$ cat src/rtl/core/lcfc_pkg.sv
// Shared types and constants for the length-prefixed CRC-32C frame checker.
package lcfc_pkg;

    localparam int unsigned BYTE_W   = 8;
    localparam int unsigned CFG_W    = 25;
    localparam int unsigned STATUS_W = 3;
    localparam int unsigned CRC_W    = 32;
    localparam int unsigned LEN_W    = 32;
    localparam int unsigned HDR_CNT_W = 3;

    localparam logic [CRC_W-1:0] CRC_POLY = 32'h82F6_3B78;
    localparam logic [CRC_W-1:0] CRC_INIT = 32'hFFFF_FFFF;

    // Reset value of the maximum payload length register
    localparam logic [CFG_W-1:0] CFG_MAX_LEN_RESET = 25'd65536;

    // Header byte positions: length in the first four, CRC in the next four
    localparam logic [HDR_CNT_W-1:0] HDR_LEN_BYTES = 3'd4;
    localparam logic [HDR_CNT_W-1:0] HDR_LAST      = 3'd7;

    typedef enum logic {
        OP_BYTE  = 1'b0,
        OP_CLOSE = 1'b1
    } op_t;

    typedef enum logic {
        KIND_DATA   = 1'b0,
        KIND_STATUS = 1'b1
    } kind_t;

    typedef enum logic [STATUS_W-1:0] {
        ST_OK           = 3'd0,
        ST_TOO_LONG     = 3'd1,
        ST_CRC_MISMATCH = 3'd2,
        ST_CLOSED_HDR   = 3'd3,
        ST_CLOSED_PAY   = 3'd4,
        ST_ALREADY_SHUT = 3'd5
    } status_t;

    typedef struct packed {
        op_t               op;
        logic [BYTE_W-1:0] data_byte;
    } lcfc_in_t;

    typedef struct packed {
        kind_t             kind;
        logic [BYTE_W-1:0] payload_byte;
        status_t           status;
    } lcfc_out_t;

    // Result of one processed transaction, with its presence flag
    typedef struct packed {
        logic      valid;
        lcfc_out_t item;
    } lcfc_res_t;

endpackage

$ cat src/rtl/core/lcfc_crc_byte.sv
// Byte-wide CRC-32C (reflected) update.
module lcfc_crc_byte import lcfc_pkg::*; (
    input  logic [CRC_W-1:0]  crc_in,
    input  logic [BYTE_W-1:0] data_in,
    output logic [CRC_W-1:0]  crc_out
);

    always_comb begin
        logic [CRC_W-1:0] c;
        c = crc_in ^ {{(CRC_W-BYTE_W){1'b0}}, data_in};
        for (int i = 0; i < BYTE_W; i++) begin
            c = (c >> 1) ^ (c[0] ? CRC_POLY : '0);
        end
        crc_out = c;
    end

endmodule

$ cat src/rtl/core/lcfc_parser.sv
// Frame parser: header capture, payload count, CRC check and close handling.
module lcfc_parser import lcfc_pkg::*; #(
    parameter int unsigned LEFT_W = 25
) (
    input  logic             aclk,
    input  logic             aresetn,
    input  logic             fire,
    input  lcfc_in_t         item,
    input  logic [CFG_W-1:0] limit,
    output lcfc_res_t        res
);

    typedef enum logic [3:0] {
        PH_HEADER  = 4'b0001,
        PH_PAYLOAD = 4'b0010,
        PH_PENDING = 4'b0100,
        PH_CLOSED  = 4'b1000
    } phase_t;

    phase_t                 phase_reg,   phase_next;
    logic [HDR_CNT_W-1:0]   hdr_cnt_reg, hdr_cnt_next;
    logic [LEN_W-1:0]       frame_len_reg, frame_len_next;
    logic [CRC_W-1:0]       exp_crc_reg, exp_crc_next;
    logic [LEFT_W-1:0]      left_reg,    left_next;
    logic [CRC_W-1:0]       crc_reg,     crc_next;

    logic [CRC_W-1:0]       crc_upd;
    logic [LEN_W-1:0]       len_shift;
    logic [CRC_W-1:0]       exp_shift;
    logic                   pend_ok;

    lcfc_crc_byte u_crc (
        .crc_in  (crc_reg),
        .data_in (item.data_byte),
        .crc_out (crc_upd)
    );

    assign len_shift = {frame_len_reg[LEN_W-BYTE_W-1:0], item.data_byte};
    assign exp_shift = {exp_crc_reg[CRC_W-BYTE_W-1:0], item.data_byte};
    assign pend_ok   = (~crc_reg == exp_crc_reg);

    always_comb begin
        phase_next     = phase_reg;
        hdr_cnt_next   = hdr_cnt_reg;
        frame_len_next = frame_len_reg;
        exp_crc_next   = exp_crc_reg;
        left_next      = left_reg;
        crc_next       = crc_reg;
        res            = '0;
        res.item.kind  = KIND_STATUS;

        unique case (phase_reg)
            PH_HEADER: begin
                if (item.op == OP_CLOSE) begin
                    phase_next      = PH_CLOSED;
                    res.valid       = 1'b1;
                    res.item.status = ST_CLOSED_HDR;
                end else begin
                    if (hdr_cnt_reg < HDR_LEN_BYTES) begin
                        frame_len_next = len_shift;
                    end else begin
                        exp_crc_next = exp_shift;
                    end
                    if (hdr_cnt_reg != HDR_LAST) begin
                        hdr_cnt_next = hdr_cnt_reg + 1'b1;
                    end else begin
                        // Header complete: length fixed, CRC just assembled
                        hdr_cnt_next = '0;
                        crc_next     = CRC_INIT;
                        if (frame_len_reg > LEN_W'(limit)) begin
                            phase_next      = PH_CLOSED;
                            res.valid       = 1'b1;
                            res.item.status = ST_TOO_LONG;
                        end else if (frame_len_reg == '0) begin
                            // Empty payload: CRC of nothing is zero
                            res.valid = 1'b1;
                            if (exp_shift == '0) begin
                                res.item.status = ST_OK;
                            end else begin
                                res.item.status = ST_CRC_MISMATCH;
                                phase_next      = PH_CLOSED;
                            end
                        end else begin
                            left_next  = frame_len_reg[LEFT_W-1:0];
                            phase_next = PH_PAYLOAD;
                        end
                    end
                end
            end
            PH_PAYLOAD: begin
                res.valid = 1'b1;
                if (item.op == OP_CLOSE) begin
                    phase_next      = PH_CLOSED;
                    res.item.status = ST_CLOSED_PAY;
                end else begin
                    crc_next              = crc_upd;
                    left_next             = left_reg - LEFT_W'(1);
                    res.item.kind         = KIND_DATA;
                    res.item.payload_byte = item.data_byte;
                    if (left_reg == LEFT_W'(1)) begin
                        phase_next = PH_PENDING;
                    end
                end
            end
            PH_PENDING: begin
                res.valid       = 1'b1;
                res.item.status = pend_ok ? ST_OK : ST_CRC_MISMATCH;
                if (!pend_ok || item.op == OP_CLOSE) begin
                    phase_next = PH_CLOSED;
                end else begin
                    // Good frame: this byte opens the next header
                    phase_next     = PH_HEADER;
                    frame_len_next = len_shift;
                    hdr_cnt_next   = HDR_CNT_W'(1);
                end
            end
            PH_CLOSED: begin
                res.valid       = 1'b1;
                res.item.status = ST_ALREADY_SHUT;
            end
            default: begin
                phase_next = PH_CLOSED;
            end
        endcase
    end

    always_ff @(posedge aclk) begin
        if (!aresetn) begin
            phase_reg     <= PH_HEADER;
            hdr_cnt_reg   <= '0;
            frame_len_reg <= '0;
            exp_crc_reg   <= '0;
            left_reg      <= '0;
            crc_reg       <= CRC_INIT;
        end else if (fire) begin
            phase_reg     <= phase_next;
            hdr_cnt_reg   <= hdr_cnt_next;
            frame_len_reg <= frame_len_next;
            exp_crc_reg   <= exp_crc_next;
            left_reg      <= left_next;
            crc_reg       <= crc_next;
        end
    end

endmodule

$ cat src/rtl/core/length_crc_frame_checker_core.sv
// Top level of the length-prefixed CRC-32C frame checker.
//
//  channel | ports                               | carries
//  --------+-------------------------------------+-----------------------------------
//  input   | s_valid  s_ready  s_data            | op (byte / peer closed), data_byte
//  result  | m_valid  m_ready  m_data            | kind, payload_byte, status
//  config  | cfg_valid  cfg_ready  cfg_data      | max_payload_bytes (25 bits)
//
// One input transaction a cycle while the result side does not stall; its result,
// if any, passes from the input register through the parser logic into the result
// register, which drives m_valid.
// The parser state updates only as the registered item is taken (result register free
// or emptied), so a stalled m_ready backs up through s_ready without losing anything.
// aresetn is synchronous, active low: header phase, CRC all ones, limit 65536
// (capped by MAX_FRAME_BYTES). cfg_ready is always high.
module length_crc_frame_checker_core import lcfc_pkg::*; #(
    parameter int unsigned MAX_FRAME_BYTES = 16777216
) (
    input  logic             aclk,
    input  logic             aresetn,
    input  logic             s_valid,
    output logic             s_ready,
    input  lcfc_in_t         s_data,
    output logic             m_valid,
    input  logic             m_ready,
    output lcfc_out_t        m_data,
    input  logic             cfg_valid,
    output logic             cfg_ready,
    input  logic [CFG_W-1:0] cfg_data
);

    // Payload countdown only needs to hold the cap itself
    localparam int unsigned LEFT_W = $clog2(MAX_FRAME_BYTES + 1);
    localparam logic [CFG_W-1:0] LIMIT_CAP = CFG_W'(MAX_FRAME_BYTES);
    localparam logic [CFG_W-1:0] LIMIT_RESET =
        (CFG_MAX_LEN_RESET < LIMIT_CAP) ? CFG_MAX_LEN_RESET : LIMIT_CAP;

    logic             in_valid_reg;
    lcfc_in_t         in_data_reg;
    logic             out_valid_reg;
    lcfc_out_t        out_data_reg;
    logic [CFG_W-1:0] limit_reg;

    logic             out_free;
    logic             fire;
    lcfc_res_t        res;

    // Result register free, or emptied this cycle
    assign out_free  = !out_valid_reg || m_ready;
    assign fire      = in_valid_reg && out_free;
    assign s_ready   = !in_valid_reg || out_free;
    assign m_valid   = out_valid_reg;
    assign m_data    = out_data_reg;
    assign cfg_ready = 1'b1;

    // Effective limit kept already clamped to the build cap
    always_ff @(posedge aclk) begin
        if (!aresetn) begin
            limit_reg <= LIMIT_RESET;
        end else if (cfg_valid && cfg_ready) begin
            limit_reg <= (cfg_data < LIMIT_CAP) ? cfg_data : LIMIT_CAP;
        end
    end

    // Input register
    always_ff @(posedge aclk) begin
        if (!aresetn) begin
            in_valid_reg <= 1'b0;
        end else if (s_ready) begin
            in_valid_reg <= s_valid;
        end
    end

    always_ff @(posedge aclk) begin
        if (s_ready && s_valid) begin
            in_data_reg <= s_data;
        end
    end

    lcfc_parser #(
        .LEFT_W (LEFT_W)
    ) u_parser (
        .aclk    (aclk),
        .aresetn (aresetn),
        .fire    (fire),
        .item    (in_data_reg),
        .limit   (limit_reg),
        .res     (res)
    );

    // Result register; header bytes but the eighth leave no result behind
    always_ff @(posedge aclk) begin
        if (!aresetn) begin
            out_valid_reg <= 1'b0;
        end else if (fire) begin
            out_valid_reg <= res.valid;
        end else if (m_ready) begin
            out_valid_reg <= 1'b0;
        end
    end

    always_ff @(posedge aclk) begin
        if (fire && res.valid) begin
            out_data_reg <= res.item;
        end
    end

endmodule

$ cat config.mk
export PLATFORM = sky130hd
export DESIGN_NAME = length_crc_frame_checker_core
export DESIGN_NICKNAME = d
export VERILOG_FILES = /design/src/rtl/core/lcfc_pkg.sv /design/src/rtl/core/lcfc_crc_byte.sv /design/src/rtl/core/lcfc_parser.sv /design/src/rtl/core/length_crc_frame_checker_core.sv
export SDC_FILE = /design/constraint.sdc
export NUM_CORES = 1
export LEC_CHECK = 0
export ABC_AREA = 1
export BUFFER_PORTS_ARGS = -buffer_cell sky130_fd_sc_hd__buf_2
export CAP_MARGIN = 20
export CORE_UTILIZATION = 23
export CTS_BUF_LIST = sky130_fd_sc_hd__clkbuf_4 sky130_fd_sc_hd__clkbuf_8
export DETAILED_ROUTE_END_ITERATION = 7
export SYNTH_ARGS = -nofsm -noshare
export SYNTH_HDL_FRONTEND = slang
export SYNTH_SLANG_ARGS = --single-unit
$ cat constraint.sdc
create_clock -name aclk -period 3.06 [get_ports aclk]
set_clock_uncertainty 0.2 [all_clocks]
set_input_delay 0.306 -clock aclk [delete_from_list [all_inputs] [get_ports aclk]]
set_output_delay 0.306 -clock aclk [all_outputs]
set_load 0.02 [all_outputs]
=== Word-level counts from Yosys, hierarchy flattened ===
Cells that the tools add are included.

* Multiplexer cells: 52
* Equal/unequal tests: 17
* $lt $le $gt $ge: 3
* $add $sub $neg: 2
* Bitwise operators: 14
* Reduce and logical (&&, ||, !) cells: 22

{| class="wikitable"
|+ Operators with widths
! cell !! count
|-
| two-way mux 32 bit || 14
|-
| bitwise XOR 31 x 32 -> 32 bit || 8
|-
| two-way mux 25 bit || 6
|-
| one-hot mux 32 bit (2 select lines) || 2
|-
| logical NOT 32 bit || 2
|-
| one-hot mux 25 bit (2 select lines) || 1
|-
| equality test 32 bit || 1
|-
| > comparator 32 x 25 -> 1 bit || 1
|-
| two-way mux 4 bit || 8
|-
| inverter 32 bit || 1
|-
| bitwise XOR 32 x 8 -> 32 bit || 1
|-
| equality test 25 x 1 -> 1 bit, second input constant || 1
|-
| < comparator 25 bit, second input constant || 1
|-
| subtractor 25 x 1 -> 25 bit, second input constant || 1
|-
| two-way mux 3 bit || 8
|-
| one-hot mux 4 bit (4 select lines) || 1
|-
| AND reduction 5 bit || 3
|-
| inequality test 2 bit, second input constant || 6
|-
| one-hot mux 3 bit (4 select lines) || 1
|-
| two-way mux 9 bit || 1
|-
| AND reduction 4 bit || 2
|-
| AND reduction 7 bit || 1
|-
| two-way mux 1 bit || 6
|-
| inequality test 3 bit, second input constant || 2
|-
| other kinds (19) || 31
|}

* Flip-flop bits (word level): 176
* Output and inout port bits: 15

=== Depth between registers and ports, before layout ===
* Word-level depth: 19
* Mapped depth: 19

=== By module ===
A second synthesis with hierarchy kept.

* Cell total of the unflattened synthesis: 1507
* Area total of the unflattened synthesis: 10411.2 um^2

{| class="wikitable"
|+ Modules (own cells, without submodules)
! module !! cells each !! area each (um^2) !! sequential area each (um^2) !! times used
|-
| lcfc_parser || 1031 || 6856.6 || 2562.5 || 1
|-
| lcfc_crc_byte || 324 || 1791.7 || 0.0 || 1
|-
| length_crc_frame_checker_core || 152 || 1762.9 || 1171.1 || 1
|}

=== Least setup slack after synthesis ===
No wires, ideal clock.

* Kind: register -> register
* From: register limit_reg[23]
* To: register out_data_reg, in the netlist m_data[0] (enable)
* Cell stages (with the launch flop): 13
* Path slack: 0.780 ns
* Period minus slack after synthesis: 2.280 ns
* Data arrival time: 1.736 ns
* Buffers on the path: 0
* Library setup time: 0.344 ns
* Required time: 2.516 ns
* Cell sequence: dfxtp_1 > inv_1 > ha_1 > nand2_1 > nor2_1 > nand3_1 > nor3b_1 > nand2_1 > nand2_1 > nand3_1 > nand3_1 > nand2_1 > inv_1

* Word-level cells in the longest chain between the ends: 6

{| class="wikitable"
|+ RTL lines
! item !! RTL line !! source
|-
| start: declaration || length_crc_frame_checker_core.sv:42 || <nowiki>logic [CFG_W-1:0] limit_reg;</nowiki>
|-
| start signal: assignment || length_crc_frame_checker_core.sv:61 || <nowiki>limit_reg <= (cfg_data < LIMIT_CAP) ? cfg_data : LIMIT_CAP;</nowiki>
|-
| > comparator 32 x 25 -> 1 bit || lcfc_parser.sv:70 || <nowiki>if (frame_len_reg > LEN_W'(limit)) begin</nowiki>
|-
| two-way mux 1 bit || lcfc_parser.sv:70 ||
|-
| two-way mux 1 bit || lcfc_parser.sv:64 || <nowiki>if (hdr_cnt_reg != HDR_LAST) begin</nowiki>
|-
| two-way mux 1 bit || lcfc_parser.sv:54 || <nowiki>if (item.op == OP_CLOSE) begin</nowiki>
|-
| one-hot mux 1 bit (2 select lines) || lcfc_parser.sv:52 || <nowiki>unique case (phase_reg)</nowiki>
|-
| logical AND 1 bit || length_crc_frame_checker_core.sv:103 || <nowiki>if (fire && res.valid) begin</nowiki>
|-
| end signal: assignment || length_crc_frame_checker_core.sv:104 || <nowiki>out_data_reg <= res.item;</nowiki>
|-
| end: declaration || length_crc_frame_checker_core.sv:41 || <nowiki>lcfc_out_t out_data_reg;</nowiki>
|}

Every way passes these cells.
A chain may end at the register's enable or synchronous reset.

=== Final worst setup path ===
* From: register limit_reg[23]
* To: register out_data_reg, in the netlist m_data[9] (enable)

The elaborated chain is that of the path after synthesis.

==> flow_summary.json <==
{
  "status": "finished, final reports clean",
  "io_pins": 54,
  "synth_top_area_share": 0.305,
  "cp_cell_sequence": "inv_1 -> ha_1 -> nand2_1 -> nor2_1 -> nand3_1 -> nor3b_1 -> buf_4 -> nand2_1 -> nand2_1 -> nand3_1 -> nand3_1 -> nand2_1 -> clkinvlp_4",
  "fmax_ghz": 0.367,
  "pwr-share-clk": 0.342,
  "fin_ws_ns": 0.337,
  "die_area_mm2": 0.0451,
  "crit_slowest_cell": "dfxtp_1",
  "ys_warn_count": 0,
  "grt_pass1_wl_um": 46200,
  "tightest_slew_ns": 0.665,
  "crit_path_end_kind": "flip-flop",
  "hold_class": "in -> reg",
  "die_w_um": 212,
  "die_y_um": 212,
  "cts_root_buffer": "clkbuf_8",
  "firstDrtPassIters": 5,
  "comb_power_share": 0.185,
  "hold_violations": 0,
  "synthArstFlopShare": 0,
  "timing.slew.headroom": 0.556,
  "cts_tree": "built",
  "vias_per_cell": 4.43,
  "crit_top_cell": "nand2_1",
  "synthesis.area_mm2": 0.0102,
  "overflow": 0,
  "min_period_ns": 2.72,
  "wl_per_cell_um": 13.2,
  "io_buffers": 52,
  "gp_congestion": 0.894,
  "synth_edf_count": 21,
  "ir_drop_uv": 240,
  "path_max_fanout": 12,
  "clkSinkCount": 176,
  "start_kind": "flip-flop",
  "coreArea_mm2": 0.0434,
  "grt_max_degree": 66,
  "seqPwrFrac": 0.473,
  "total_leakage_power_uw": 0.00551,
  "arrival_ns": 2.68,
  "final.fill_count": 4793,
  "ys_types": 47,
  "p_total_uw": 5210,
  "place_area_mm2": 0.0111,
  "seq_area_frac_synth": 0.367,
  "grt_pass1_vias": 8906,
  "htree_levels": 4,
  "regArea_mm2": 0.00373,
  "period_share": 0.890,
  "start_util": 0.235,
  "antenna_found_initial": 1,
  "dp_hpwl_um": 20300,
  "syn_avg_cell_area_um2": 6.80,
  "sw_frac_of_total": 0.307,
  "path_clk_slew_ns": 0.10,
  "drc": 0,
  "critPathBufInv": 3,
  "p_switching_uw": 1600,
  "via_count": 9598,
  "power_density_mw_per_mm2": 438,
  "drt_wl_total_um": 28500,
  "crit_type": "reg -> reg",
  "fp-row-count": 76,
  "fin_tns_setup_ns": 0,
  "crit_family": "simple AND/OR/NAND/NOR gates",
  "cts_buffers": 17,
  "multi_input_area_mm2": 0.00554,
  "rsz0062_at_grt": "false",
  "p_int_uw": 3610,
  "yosys_register_bits": 176,
  "drive_gt1_frac": 0.0867,
  "max-cap-violations": 0,
  "post-place-ws_ns": 0.289,
  "synth_area_leaders": "dfxtp_1 (31%), nand2_1 (14%), nor2_1 (7.7%)",
  "drtAntennaViolNets": 0,
  "crit_required_ns": 3.02,
  "syn_nets": 1564,
  "clk_latency_ns": 0.48,
  "synth_cells": 1496,
  "drv_slew": 0,
  "groute.usage.overall": 0.129,
  "synth_area_leader_cell": "dfxtp_1",
  "drt_iter0_markers": 644,
  "synthFlopType": "dfxtp_1",
  "hold_slack_ns": 0.0642,
  "finalInstanceArea_mm2": 0.0119,
  "nets": 1636,
  "finalSetupViolCount": 0,
  "cts_max_path_buffers": 2,
  "max_stage_delay_ns": 0.34,
  "area_delta_synth_final_pct": 17.1
}
-- power by group through the flow --
stage | Clock, µW | Combinational (µW) | Sequential [µW]
finish | 1780 | 964 | 2470
global route | 1900 | 1080 | 2480
CTS | 1800 | 957 | 2470
detailed placement | 0 | 915 | 2520
global placement | 0 | 901 | 2520
floorplan | 0 | 678 | 2500
-- through the flow --
step	instances	utilization
final	2167	0.275
after global placement	2097	0.256
after CTS	2166	0.274
after global routing	2167	0.275
after floorplan	1496	-
after detailed placement	2097	0.256
-- synthesized netlist by cell type (all sizes together) (21+ instances only) --
library cell / number
xor2: 75
buf: 32
clkbuf: 29
nand3: 95
inv: 161
nor2: 212
a21oi: 134
o21ai: 78
edfxtp: 21
nand2: 378
dfxtp: 155
ha: 29
-- final timing paths --
kind	start	to	slack [ns]	cells after the start
max	limit_reg[23]	m_data[9]	0.34	13
min	aresetn	u_parser.crc_reg[25]	0.06	2
max reg2reg	limit_reg[23]	m_data[9]	0.34	13
min reg2reg	limit_reg[5]	limit_reg[5]	0.27	2
-- repair_timing --
item / 4_1_cts / 5_1_grt
hold endpoints to repair: 35 / 0
hold buffers: 37 / 0
setup buffers: 0 / 0
gates resized for setup: 0 / 1
endpoints found under the setup margin: 0 / 4
-- area by class of cell --
| cell class | count | share of cell area |
|---|---|---|
| Antenna cell | 1 | 0.000210 |
| Clock buffer | 20 | 0.0221 |
| Clock inverter | 12 | 0.0131 |
| Inverter | 163 | 0.0517 |
| Multi-Input combinational cell | 1096 | 0.465 |
| Sequential cell | 176 | 0.314 |
| Tap cell | 585 | 0.0615 |
| Timing Repair Buffer | 114 | 0.0729 |
-- per-layer routing --
layer | up-vias | routed length (µm) | GRT usage | part of all wire
met3 | 27 | 1060 | 0.0194 | 0.037
met2 | 207 | 13400 | 0.216 | 0.47
met5 | - | 0 | 0 | 0
met1 | 4435 | 13600 | 0.170 | 0.48
met4 | 0 | 443 | 0.0380 | 0.016
li1 | 4929 | - | - | -
-- cells by family after synthesis --
family / count (synthesis) / share of synthesized area
simple gates: 732 / 0.299
buf+inv: 224 / 0.0894
compound gates: 240 / 0.127
flops: 176 / 0.367
fa+ha+maj: 29 / 0.0357
xor+xnor: 94 / 0.0809
other cells: 1 / 0.000369
-- cells in the final DEF, fill, tap and decap left out, types with 3 or more instances in the layout --
cell type        n
dfxtp_1        155
xor2_1          75
buf_12           4
nor3_1           6
nand2_1        372
nand4_1         19
or2_2            6
bufinv_16        3
a21oi_1        134
buf_4           21
edfxtp_1        21
nor4_1           7
o211ai_1        14
nand2_2          5
o21ai_0         77
buf_2           52
inv_6            3
xnor2_1         19
inv_1          154
nand3_1         92
inv_2            6
clkinvlp_4       3
ha_1            29
dlygate4sd3_1   37
nor2_1         210
clkbuf_8        18
a21o_1           3
(Power assumes the default switching activity.)
